**src/hw/rtl/iecu_pkg.sv**
```systemverilog
package iecu_pkg;

  localparam int IMM_BITS_DEF = 24;
  localparam int IMM_OUT_W    = 24;
  localparam int QUEUE_DEPTH  = 2;

  localparam logic [7:0] OP_IMM  = 8'd1;
  localparam logic [7:0] OP_PUSH = 8'd13;
  localparam logic [7:0] OP_ADD  = 8'd25;
  localparam logic [7:0] OP_SUB  = 8'd26;
  localparam logic [7:0] OP_MUL  = 8'd27;
  localparam logic [7:0] OP_DIV  = 8'd28;
  localparam logic [7:0] OP_HALT = 8'd38;

  localparam logic [7:0] CH_ZERO = 8'd48;
  localparam logic [7:0] CH_NINE = 8'd57;
  localparam logic [7:0] CH_MUL  = 8'd42;
  localparam logic [7:0] CH_ADD  = 8'd43;
  localparam logic [7:0] CH_SUB  = 8'd45;
  localparam logic [7:0] CH_DIV  = 8'd47;

  // word slots of one queued command, emitted lowest first
  localparam int W_IMM  = 0;
  localparam int W_PROD = 1;
  localparam int W_SUM  = 2;
  localparam int W_TAIL = 3;
  localparam int NUM_W  = 4;

  typedef enum logic [1:0] {
    PEND_NONE   = 2'd0,
    PEND_FIRST  = 2'd1,
    PEND_SECOND = 2'd2
  } pend_t;

  typedef struct packed {
    logic                 has_imm;
    logic [IMM_OUT_W-1:0] imm;
    logic                 ovf;
    pend_t                prod_op;
    pend_t                sum_op;
    logic                 tail_halt;
  } entry_t;

endpackage

```
**src/hw/rtl/iecu_front.sv**
```systemverilog
module iecu_front #(
  parameter int IMM_BITS = iecu_pkg::IMM_BITS_DEF
) (
  input  logic            clk,
  input  logic            rst_n,
  input  logic            in_valid,
  input  logic [7:0]      in_char_code,
  output logic            in_ready,
  output logic            push,
  output iecu_pkg::entry_t push_data,
  input  logic            full
);
  import iecu_pkg::*;

  localparam int VW = IMM_BITS + 4;

  logic [IMM_BITS-1:0] acc_r;
  logic                in_number_r;
  logic                ovf_r;
  pend_t               prod_r;
  pend_t               sum_r;

  logic          accept;
  logic          is_digit;
  logic          is_prod;
  logic          is_sum;
  logic [VW-1:0] acc_ext;
  logic [VW-1:0] v;

  assign is_digit = (in_char_code >= CH_ZERO) && (in_char_code <= CH_NINE);
  assign is_prod  = (in_char_code == CH_MUL) || (in_char_code == CH_DIV);
  assign is_sum   = (in_char_code == CH_ADD) || (in_char_code == CH_SUB);

  assign in_ready = !full;
  assign accept   = in_valid && !full;
  assign push     = accept && !is_digit;

  // acc*10 + digit as shift-add
  assign acc_ext = VW'(acc_r);
  assign v = (acc_ext << 3) + (acc_ext << 1) + VW'(in_char_code[3:0]);

  always_comb begin
    push_data.has_imm   = in_number_r;
    push_data.imm       = IMM_OUT_W'(acc_r);
    push_data.ovf       = ovf_r;
    push_data.prod_op   = prod_r;
    push_data.sum_op    = is_prod ? PEND_NONE : sum_r;
    push_data.tail_halt = !is_prod && !is_sum;
  end

  always_ff @(posedge clk) begin
    if (!rst_n) begin
      acc_r       <= '0;
      in_number_r <= 1'b0;
      ovf_r       <= 1'b0;
      prod_r      <= PEND_NONE;
      sum_r       <= PEND_NONE;
    end else if (accept) begin
      if (is_digit) begin
        acc_r       <= v[IMM_BITS-1:0];
        in_number_r <= 1'b1;
        ovf_r       <= ovf_r || (v[VW-1:IMM_BITS] != '0);
      end else begin
        acc_r       <= '0;
        in_number_r <= 1'b0;
        ovf_r       <= 1'b0;
        if (is_prod) begin
          prod_r <= (in_char_code == CH_MUL) ? PEND_FIRST : PEND_SECOND;
        end else begin
          prod_r <= PEND_NONE;
          if (is_sum) begin
            sum_r <= (in_char_code == CH_ADD) ? PEND_FIRST : PEND_SECOND;
          end else begin
            sum_r <= PEND_NONE;
          end
        end
      end
    end
  end

endmodule

```
**src/hw/rtl/iecu_fifo.sv**
```systemverilog
module iecu_fifo (
  input  logic             clk,
  input  logic             rst_n,
  input  logic             push,
  input  iecu_pkg::entry_t push_data,
  output logic             full,
  input  logic             pop,
  output logic             valid,
  output iecu_pkg::entry_t data
);
  import iecu_pkg::*;

  localparam int PW = (QUEUE_DEPTH > 1) ? $clog2(QUEUE_DEPTH) : 1;
  localparam int CW = $clog2(QUEUE_DEPTH + 1);
  localparam logic [CW-1:0] DEPTH_C = CW'(QUEUE_DEPTH);
  localparam logic [PW-1:0] LAST_P  = PW'(QUEUE_DEPTH - 1);

  entry_t        mem [QUEUE_DEPTH];
  logic [PW-1:0] wr_r;
  logic [PW-1:0] rd_r;
  logic [CW-1:0] cnt_r;
  logic          do_push;
  logic          do_pop;

  assign full    = (cnt_r == DEPTH_C);
  assign valid   = (cnt_r != '0);
  assign data    = mem[rd_r];
  assign do_push = push && !full;
  assign do_pop  = pop && valid;

  always_ff @(posedge clk) begin
    if (do_push) begin
      mem[wr_r] <= push_data;
    end
  end

  always_ff @(posedge clk) begin
    if (!rst_n) begin
      wr_r  <= '0;
      rd_r  <= '0;
      cnt_r <= '0;
    end else begin
      if (do_push) begin
        wr_r <= (wr_r == LAST_P) ? '0 : wr_r + 1'b1;
      end
      if (do_pop) begin
        rd_r <= (rd_r == LAST_P) ? '0 : rd_r + 1'b1;
      end
      if (do_push && !do_pop) begin
        cnt_r <= cnt_r + 1'b1;
      end else if (do_pop && !do_push) begin
        cnt_r <= cnt_r - 1'b1;
      end
    end
  end

endmodule

```
**src/hw/rtl/iecu_back.sv**
```systemverilog
module iecu_back (
  input  logic             clk,
  input  logic             rst_n,
  input  logic             q_valid,
  input  iecu_pkg::entry_t q_data,
  output logic             q_pop,
  output logic             out_valid,
  input  logic             out_ready,
  output logic [7:0]       out_opcode,
  output logic [iecu_pkg::IMM_OUT_W-1:0] out_immediate,
  output logic             out_imm_overflow,
  output logic             out_last
);
  import iecu_pkg::*;

  entry_t             cur_r;
  logic [NUM_W-1:0]   mask_r;
  logic               out_valid_r;
  logic [7:0]         opc_r;
  logic [IMM_OUT_W-1:0] imm_r;
  logic               ovf_r;
  logic               last_r;

  logic                 advance;
  logic                 emit;
  logic [NUM_W-1:0]     clr;
  logic [NUM_W-1:0]     mask_after;
  logic [NUM_W-1:0]     load_mask;
  logic [7:0]           w_opc;
  logic [IMM_OUT_W-1:0] w_imm;
  logic                 w_ovf;
  logic                 w_last;

  assign advance    = !out_valid_r || out_ready;
  assign emit       = advance && (mask_r != '0);
  assign mask_after = emit ? (mask_r & ~clr) : mask_r;
  assign q_pop      = q_valid && (mask_after == '0);

  always_comb begin
    load_mask         = '0;
    load_mask[W_IMM]  = q_data.has_imm;
    load_mask[W_PROD] = (q_data.prod_op != PEND_NONE);
    load_mask[W_SUM]  = (q_data.sum_op != PEND_NONE);
    load_mask[W_TAIL] = 1'b1;
  end

  always_comb begin
    clr    = '0;
    w_opc  = OP_PUSH;
    w_imm  = '0;
    w_ovf  = 1'b0;
    w_last = 1'b0;
    if (mask_r[W_IMM]) begin
      clr[W_IMM] = 1'b1;
      w_opc      = OP_IMM;
      w_imm      = cur_r.imm;
      w_ovf      = cur_r.ovf;
    end else if (mask_r[W_PROD]) begin
      clr[W_PROD] = 1'b1;
      w_opc       = (cur_r.prod_op == PEND_FIRST) ? OP_MUL : OP_DIV;
    end else if (mask_r[W_SUM]) begin
      clr[W_SUM] = 1'b1;
      w_opc      = (cur_r.sum_op == PEND_FIRST) ? OP_ADD : OP_SUB;
    end else begin
      clr[W_TAIL] = 1'b1;
      w_opc       = cur_r.tail_halt ? OP_HALT : OP_PUSH;
      w_last      = cur_r.tail_halt;
    end
  end

  always_ff @(posedge clk) begin
    if (!rst_n) begin
      mask_r      <= '0;
      out_valid_r <= 1'b0;
    end else begin
      mask_r <= q_pop ? load_mask : mask_after;
      if (emit) begin
        out_valid_r <= 1'b1;
      end else if (out_ready) begin
        out_valid_r <= 1'b0;
      end
    end
  end

  always_ff @(posedge clk) begin
    if (q_pop) begin
      cur_r <= q_data;
    end
    if (emit) begin
      opc_r  <= w_opc;
      imm_r  <= w_imm;
      ovf_r  <= w_ovf;
      last_r <= w_last;
    end
  end

  assign out_valid        = out_valid_r;
  assign out_opcode       = opc_r;
  assign out_immediate    = imm_r;
  assign out_imm_overflow = ovf_r;
  assign out_last         = last_r;

endmodule

```
**src/hw/rtl/infix_expr_to_stack_code_unit.sv**
```systemverilog
// Compiles an infix expression, one ASCII character per input beat, into
// stack bytecode words, one per output beat. A digit beat is absorbed and
// produces nothing. Any other character produces one to four words (IMM,
// MUL/DIV, ADD/SUB, then PUSH or HALT with last set), which the output
// sequencer emits at one word per cycle while out_ready does not hold it back;
// the input is stalled only while the two-entry command queue between the
// parser and the sequencer is full. After HALT the block starts over on the
// next expression.
module infix_expr_to_stack_code_unit #(
  parameter int IMM_BITS = iecu_pkg::IMM_BITS_DEF
) (
  input  logic       clk,
  input  logic       rst_n,
  input  logic       in_valid,
  output logic       in_ready,
  input  logic [7:0] in_char_code,
  output logic       out_valid,
  input  logic       out_ready,
  output logic [7:0] out_opcode,
  output logic [iecu_pkg::IMM_OUT_W-1:0] out_immediate,
  output logic       out_imm_overflow,
  output logic       out_last
);
  import iecu_pkg::*;

  logic   push;
  entry_t push_data;
  logic   full;
  logic   q_valid;
  entry_t q_data;
  logic   q_pop;

  iecu_front #(
    .IMM_BITS(IMM_BITS)
  ) u_front (
    .clk         (clk),
    .rst_n       (rst_n),
    .in_valid    (in_valid),
    .in_char_code(in_char_code),
    .in_ready    (in_ready),
    .push        (push),
    .push_data   (push_data),
    .full        (full)
  );

  iecu_fifo u_fifo (
    .clk      (clk),
    .rst_n    (rst_n),
    .push     (push),
    .push_data(push_data),
    .full     (full),
    .pop      (q_pop),
    .valid    (q_valid),
    .data     (q_data)
  );

  iecu_back u_back (
    .clk             (clk),
    .rst_n           (rst_n),
    .q_valid         (q_valid),
    .q_data          (q_data),
    .q_pop           (q_pop),
    .out_valid       (out_valid),
    .out_ready       (out_ready),
    .out_opcode      (out_opcode),
    .out_immediate   (out_immediate),
    .out_imm_overflow(out_imm_overflow),
    .out_last        (out_last)
  );

endmodule

```
**config.mk**
```make
export PLATFORM = sky130hd
export DESIGN_NAME = infix_expr_to_stack_code_unit
export DESIGN_NICKNAME = d
export VERILOG_FILES = /design/src/hw/rtl/iecu_pkg.sv /design/src/hw/rtl/iecu_front.sv /design/src/hw/rtl/iecu_fifo.sv /design/src/hw/rtl/iecu_back.sv /design/src/hw/rtl/infix_expr_to_stack_code_unit.sv
export SDC_FILE = /design/constraint.sdc
export NUM_CORES = 1
export LEC_CHECK = 0
export BUFFER_PORTS_ARGS = -buffer_cell sky130_fd_sc_hd__buf_2
export CAP_MARGIN = 0
export CORE_ASPECT_RATIO = 1.2
export CORE_UTILIZATION = 40
export DETAILED_ROUTE_END_ITERATION = 16
export GPL_ROUTABILITY_DRIVEN = 0
export PLACE_DENSITY_LB_ADDON = 0.1
export SLEW_MARGIN = 20
export SYNTH_ARGS = -nofsm -noshare
export SYNTH_HDL_FRONTEND = slang
export SYNTH_HIERARCHICAL = 1
export SYNTH_SLANG_ARGS = --single-unit
```
**constraint.sdc**
```tcl
create_clock -name clk -period 10.1 [get_ports clk]
set_input_delay 0.505 -clock clk [delete_from_list [all_inputs] [get_ports clk]]
set_output_delay 0.505 -clock clk [all_outputs]
set_load 0.05 [all_outputs]
```
# Word level (Yosys, flattened, before mapping)
# Memories as Yosys holds them, arrays and structs flattened. A register that Yosys moved wholly into a read port is not among the register bits.
# Cells that the tools add are included.
dict set report word_totals {
  output_inout_bits 36
  inputBits 12
  regBits 103
  ramBits 62
  wordCells 102
  n_memories 1
}
# name words width rd rd_clocked_by_memory_dff write_ports line_no
set mem_list {}
lappend mem_list {u_fifo.mem 2 31 1 1 1 iecu_fifo.sv:18} ;# entry_t mem [QUEUE_DEPTH];
dict set report classes {
  n_reduce_logical 32
  mux 31
  bitwise_logic 4
  add_sub_neg 6
  eq_ne 7
  n_lt_le_gt_ge 2
}
# op n
set ops {}
lappend ops {{8-bit by 6-bit == test with 1-bit output, second input constant} 4}
lappend ops {{27-bit by 25-bit adder with 28-bit output} 1}
lappend ops {{28-bit by 4-bit adder with 28-bit output} 1}
lappend ops {{24-bit 2-to-1 mux} 1}
lappend ops {{2-bit 2-to-1 mux} 9}
lappend ops {{8-bit 2-to-1 mux} 2}
lappend ops {{1-bit 2-to-1 mux} 14}
lappend ops {{1-bit logical AND} 10}
lappend ops {{2-bit nonzero test} 5}
lappend ops {{8-bit by 6-bit greater-or-equal comparator with 1-bit output, second input constant} 1}
lappend ops {{8-bit by 6-bit <= comparator with 1-bit output, second input constant} 1}
lappend ops {{4-bit 2-to-1 mux} 2}
lappend ops {{4-bit nonzero test} 2}
lappend ops {{1-bit zero test} 7}
lappend ops {{3-bit 2-to-1 mux} 2}
lappend ops {{6-bit 2-to-1 mux} 1}
lappend ops {{4-bit AND} 1}
lappend ops {{2-bit by 1-bit == test with 1-bit output, second input constant} 2}
lappend ops {{4-bit zero test} 1}
lappend ops {{1-bit logical OR} 4}
lappend ops {{4-bit inverter} 1}
lappend ops {{3-bit AND reduction} 1}
lappend ops {{3-bit OR reduction} 1}
lappend ops {{1-bit adder, second input constant} 2}
lappend ops {{5 further kinds} 6}

# Depth between registers and ports, before layout
dict set report logic_depth {
  ltp_word 12
  depth_mapped 12
  depth_no_buf 11
}

# Modules after synthesis
# Netlist, hierarchy kept.
# module cells_each area_each_um2 n_inst seq_area_each_um2
set modules_own_cells {}
lappend modules_own_cells {iecu_front 356 2882.8 1 600.6}
lappend modules_own_cells {iecu_fifo 121 2462.4 1 1961.9}
lappend modules_own_cells {iecu_back 136 2369.8 1 1931.9}

# Worst setup path after synthesis
# OpenSTA, ideal clock, no wires.
dict set report synth_path {
  path_type {register to register}
  start {register u_back.out_valid_r, in the netlist u_back/out_valid}
  end {register u_fifo.cnt_r[1]}
  arrival_ps 3586
  slack_ps 6444
  t_required_ps 10030
  synth_period_minus_slack_ps 3656
  n_path_buf 0
  path_stages_with_launch 8
  setup_ps 70
  cell_sequence {dfxtp_1 > nor2b_2 > maj3_1 > nor2_1 > o21ai_1 > ha_1 > or3_1 > a21boi_1}
}
dict set report synth_between {
  elab_chain_cells 10
  elab_cells_between_ends 12
  cone_classes {2 x mux; 10 x reduce/logical}
}
# item line_no
set synth_lines {}
lappend synth_lines {{start, declared} iecu_back.sv:18} ;# logic out_valid_r;
lappend synth_lines {{start signal, assigned} iecu_back.sv:74} ;# out_valid_r <= 1'b0;
lappend synth_lines {{start signal, assigned} iecu_back.sv:78} ;# out_valid_r <= 1'b1;
lappend synth_lines {{start signal, assigned} iecu_back.sv:80} ;# out_valid_r <= 1'b0;
lappend synth_lines {{1-bit zero test (*)} iecu_back.sv:34} ;# assign advance = !out_valid_r || out_ready;
lappend synth_lines {{1-bit logical OR (*)} iecu_back.sv:34}
lappend synth_lines {{1-bit logical AND (*)} iecu_back.sv:35} ;# assign emit = advance && (mask_r != '0);
lappend synth_lines {{4-bit 2-to-1 mux (*)} iecu_back.sv:36} ;# assign mask_after = emit ? (mask_r & ~clr) : mask_r;
lappend synth_lines {{4-bit zero test (*)} iecu_back.sv:37} ;# assign q_pop = q_valid && (mask_after == '0);
lappend synth_lines {{1-bit logical AND (*)} iecu_back.sv:37}
lappend synth_lines {{net q_pop} infix_expr_to_stack_code_unit.sv:31} ;# logic q_pop;
lappend synth_lines {{1-bit logical AND (*)} iecu_fifo.sv:29} ;# assign do_pop = pop && valid;
lappend synth_lines {{1-bit zero test} iecu_fifo.sv:49} ;# if (do_push && !do_pop) begin
lappend synth_lines {{1-bit logical AND} iecu_fifo.sv:49}
lappend synth_lines {{2-bit 2-to-1 mux or 2-bit nonzero test (tied branches)} --}
lappend synth_lines {{end signal, assigned} iecu_fifo.sv:50} ;# cnt_r <= cnt_r + 1'b1;
lappend synth_lines {{end signal, assigned} iecu_fifo.sv:52} ;# cnt_r <= cnt_r - 1'b1;
lappend synth_lines {{end, declared} iecu_fifo.sv:21} ;# logic [CW-1:0] cnt_r;
# The timed path passes the listed nets; every way through them passes the cells marked *.
# A chain may end at the register's enable or synchronous reset.

# Final worst setup path
dict set report layout_path {
  start {register u_front.acc_r[0]}
  end {register u_front.ovf_r}
}
dict set report layout_between {
  elab_chain_cells 5
}
# item line_no
set layout_lines {}
lappend layout_lines {{start, declared} iecu_front.sv:17} ;# logic [IMM_BITS-1:0] acc_r;
lappend layout_lines {{start signal, assigned} iecu_front.sv:60} ;# acc_r <= v[IMM_BITS-1:0];
lappend layout_lines {{27-bit by 25-bit adder with 28-bit output} iecu_front.sv:40} ;# assign v = (acc_ext << 3) + (acc_ext << 1) + VW'(in_char_code[3:0]);
lappend layout_lines {{28-bit by 4-bit adder with 28-bit output} iecu_front.sv:40}
lappend layout_lines {{4-bit nonzero test} iecu_front.sv:62} ;# ovf_r <= ovf_r || (v[VW-1:IMM_BITS] != '0);
lappend layout_lines {{1-bit logical OR} iecu_front.sv:62}
lappend layout_lines {{1-bit 2-to-1 mux} iecu_front.sv:59} ;# if (is_digit) begin
lappend layout_lines {{end signal, assigned} iecu_front.sv:62}
lappend layout_lines {{end, declared} iecu_front.sv:19} ;# logic ovf_r;
# Every way passes these cells.

==> Implementation_results.wiki <==
{| class="wikitable"
! Metric !! Value
|-
| Result of the run || completed
|-
| Largest clock skew in the final design || ~0.01 ns
|-
| Class of the worst hold path || in -> reg
|-
| Violation count after the first detailed-route iteration || 337
|-
| Setup WS pre-CTS || 6.65 ns
|-
| Ratio of cells with drive above 1 in the final layout || 0.204
|-
| Total number of H-tree levels || 4
|-
| Number of enable flip-flop cells after synthesis || between 100 and 150
|-
| Hold Violations, Final || 0
|-
| Clock root buffer master || clkbuf_16
|-
| Number of iterations in the first detailed-routing pass || 5
|-
| MaxCap Viol Count || 0
|-
| Initial antenna violation count || 0
|-
| Antenna diode count || 0
|-
| Fraction of registers with async set or reset after synthesis || 0
|-
| Worst setup slack after layout || 6.89 ns
|-
| Slew headroom || 0.392
|-
| Synthesis-stage register bit count || 163
|-
| Total track usage || 0.157
|-
| Congestion Overflow GR || 0
|-
| # hold bufs at CTS || 0
|-
| DPL Wire Length || 10100 um
|-
| Starting density of the core || 0.409
|-
| Number of failing setup endpoints in the final timing report || 0
|-
| Quantity of I/O buffers inserted on ports || 45
|-
| Final Total Pwr || between 2 and 2.5 mW
|-
| Site Rows || 55
|-
| Routed WL per cell || roughly 16 um
|-
| Total vias in the final route || 4852
|-
| Number of cells produced by synthesis || 613
|-
| Core Box Area || 18900 sq um
|-
| Number of routed nets with antenna violations || 0
|-
| Clock-pin transition on the worst setup and hold timing paths || 0.07 ns
|-
| Synthesized area divided by synthesized cell count || roughly 13 sq um
|-
| Worst hold path depth || 3
|-
| Portion of the clock cycle consumed by the worst path in the final layout || 0.318
|-
| Main flop type after synthesis || edfxtp_1
|-
| # nets final || 726
|-
| Kind of cell adding the most delay to the critical path || compound AO/OA/AOI/OAI gates
|-
| Number of buffer and inverter stages on the critical path || 2
|-
| DIE HEIGHT || 154 um
|-
| TritonCTS clock tree || done
|-
| Pwr per Cell Area || 266 nW/um^2
|-
| Max Slew Vio Count || 0
|-
| Die extent in x || 129 um
|-
| Maximum ir drop on the vdd rail || 147 uV
|-
| Worst slew pin tran || 0.911 ns
|-
| Clock period minus worst slack || roughly 3.2 ns
|-
| Crit path capture type || flop
|-
| Peak fanout along the critical path || 5
|-
| Startpoint class of the critical path || flop
|-
| Ratio of routed vias to standard cells || between 5 and 6
|-
| FF-to-FF path depth || 11
|-
| Maximum clock insertion buffer count || 2
|-
| Inserted Clock Buffers || 17
|-
| Area of the die || 19800 sq um
|-
| Number of inserted filler cells in the final layout || 1752
|-
| Number of clock sinks || 163
|-
| Leakage component of the power || 3.48 nW
|-
| Setup repair after global routing missed its margin || no
|-
| Number of distinct library cells after synthesis || 72
|-
| Number of synthesis warnings || 6
|-
| Placed Area || 8220 sq um
|-
| Data arrival time of the critical path || 3.53 ns
|-
| Worst-skew pair later-pin latency || 0.42 ns
|-
| Slowest stage cell on the critical path || fa_1
|-
| Largest net degree at the start of global routing || 41
|-
| Highest Clock Rate || 0.311 GHz
|-
| Post-CTS repair timing setup buffer count || 0
|-
| Number of primary I/O pins || between 40 and 50
|-
| Max incr delay on CP || 0.56 ns
|-
| Post-cts gate resize count || 0
|-
| DRC viols || 0
|-
| Sequential-to-total area share from yosys stat || 0.583
|-
| Number of global-route vias before repair || around 4700
|-
| Wire length of the first global-routing pass || 23900 um
|-
| Cell-by-cell listing of the critical path || inv_1 > fa_1 > inv_1 > ha_1 > a211oi_1 > o211ai_1 > nand3_1 > a21oi_1 > o211ai_1 > a31oi_1 > o41a_1
|-
| Number of logic stages on the critical path including buffering || 11
|-
| Post-synthesis instance area || 7710 sq um
|-
| Routed Wire Length || 14500 um
|-
| Category of the most critical setup path || reg -> reg
|-
| Setup_tns || 0 ns
|-
| Synth-to-Final Area Change || 14.7%
|-
| Critical path required time || 10.41 ns
|-
| Area of all placed cells without fillers || 8850 sq um
|}
## worst reg2reg max path: stages (launching register included)
cell      delay [ns]
dfxtp_1         0.40
inv_1           0.08
fa_1            0.56
inv_1           0.05
ha_1            0.31
a211oi_1        0.32
o211ai_1        0.20
nand3_1         0.22
a21oi_1         0.13
o211ai_1        0.27
a31oi_1         0.13
o41a_1          0.42
## layout by cell type (no fill, tap or decap), types with 3 or more instances in the layout
cell | synthesis | layout
nand2b_1 | 7 | 7
mux2_2 | 31 | 31
o21ai_0 | 20 | 20
a32oi_1 | 4 | 4
nor2_1 | 22 | 21
a211o_1 | 3 | 3
bufinv_16 | 0 | 4
xor2_1 | 6 | 6
a31o_2 | 4 | 4
inv_1 | 16 | 16
nor2b_1 | 22 | 22
or3_1 | 4 | 4
dfxtp_1 | 40 | 40
buf_2 | 5 | 45
buf_4 | 5 | 7
ha_1 | 48 | 48
a21oi_1 | 37 | 36
and2_1 | 33 | 33
nand3_1 | 20 | 20
o21ai_1 | 4 | 4
and3_1 | 6 | 5
a21o_1 | 8 | 8
inv_6 | 0 | 4
o211ai_1 | 6 | 6
xnor2_1 | 6 | 6
o31a_1 | 3 | 3
nor3_1 | 7 | 7
o21a_1 | 8 | 8
o22ai_1 | 3 | 3
clkbuf_16 | 0 | 17
a22oi_1 | 7 | 7
a21boi_0 | 6 | 6
a211oi_1 | 6 | 6
o31ai_1 | 4 | 4
edfxtp_1 | 123 | 123
nand2_1 | 33 | 33
## sequential cells by signal, indices dropped and copies added (netlist names), 2 cells and up, named ones only
name / flops
u_fifo/mem: 62
u_front/acc_r: 24
u_back/mask_r: 4
u_front/sum_r: 2
u_front/prod_r: 2
u_back/out_opcode: 5
u_back/out_immediate: 24
u_fifo/cnt_r: 2
u_back/cur_r: 30
## per-stage QoR
stage,std cells,util,hold WS [ns]
global route,933,0.469,0.355
floorplan,614,-,0.425
global placement,901,0.436,0.447
detailed placement,901,0.436,0.464
CTS,933,0.469,0.352
finish,933,0.469,0.371
## per-layer routing
metal,GRT usage,wire length [um],vias to the layer above
li1,-,-,2414
met4,0.0605,204,0
met2,0.254,6910,82
met3,0.0341,458,18
met5,0,0,-
met1,0.206,6930,2338
## cell usage after synthesis (all sizes together) (2+ instances only)
| cell | n | area, sq um |
|---|---|---|
| edfxtp | 123 | 3690 |
| ha | 48 | 601 |
| dfxtp | 40 | 801 |
| a21oi | 37 | 185 |
| nand2 | 34 | 135 |
| and2 | 33 | 206 |
| mux2 | 31 | 349 |
| o21ai | 25 | 129 |
| nor2b | 23 | 146 |
| nor2 | 22 | 82.6 |
| nand3 | 20 | 100 |
| inv | 17 | 63.8 |
| buf | 12 | 77.6 |
| clkbuf | 9 | 33.8 |
| a211oi | 8 | 70.1 |
| a21boi | 8 | 60.1 |
| a21o | 8 | 60.1 |
| nor3 | 8 | 45.0 |
| o21a | 8 | 60.1 |
| a22oi | 7 | 52.6 |
| and3 | 7 | 48.8 |
| nand2b | 7 | 43.8 |
| o211ai | 6 | 45.0 |
| or3 | 6 | 47.5 |
| xnor2 | 6 | 52.6 |
| xor2 | 6 | 52.6 |
| o31ai | 5 | 42.5 |
| a31o | 4 | 35.0 |
| a32oi | 4 | 35.0 |
| o31a | 4 | 36.3 |
| a211o | 3 | 26.3 |
| o22ai | 3 | 18.8 |
| a31oi | 2 | 18.8 |
| fa | 2 | 40.0 |
| nand3b | 2 | 15.0 |
| nand4 | 2 | 12.5 |
| nor3b | 2 | 15.0 |
| o21bai | 2 | 15.0 |
| o221a | 2 | 22.5 |
| or2 | 2 | 12.5 |
## power breakdown
group,switching (mW),internal [mW],leakage [nW]
clock,0.264,0.418,0.304
sequential,0.0573,0.981,1.50
combinational,0.464,0.170,1.67
total,0.785,1.57,3.48
## layout make-up
class                   instances  area [sq um]  area share
clock buffers                  18           429      0.0485
clock inverters                14           200      0.0226
inverters                      17          63.8     0.00721
multi-input cells             413          3060       0.346
flip-flops and latches        163          4490       0.508
well taps                     256           320      0.0362
repair buffers                 52           278      0.0314
## logic make-up after synthesis
family | after synthesis | share of synthesized area
AND/OR/NAND/NOR | 174 | 0.125
flip-flops | 163 | 0.583
AO/OA/AOI/OAI | 143 | 0.127
adder cells (fa/ha/maj) | 51 | 0.0843
buffers and inverters | 38 | 0.0227
multiplexers | 31 | 0.0452
XOR/XNOR | 12 | 0.0136
other | 1 | 0.000486
## path summary, 6_finish.rpt
check | from | to | slack [ns]
setup reg to reg | u_front/acc_r[0]$_SDFFE_PN0P_ | u_front/ovf_r$_SDFFE_PN0P_ | 6.89
setup / recovery | u_front/acc_r[0]$_SDFFE_PN0P_ | u_front/ovf_r$_SDFFE_PN0P_ | 6.89
hold / removal | in_char_code[0] | u_front/acc_r[0]$_SDFFE_PN0P_ | 0.37
hold reg to reg | u_front/in_number_r$_SDFFE_PN0P_ | u_fifo/mem[0][30]$_DFFE_PP_ | 0.47
Note: power is estimated with default switching activity, not from simulation.
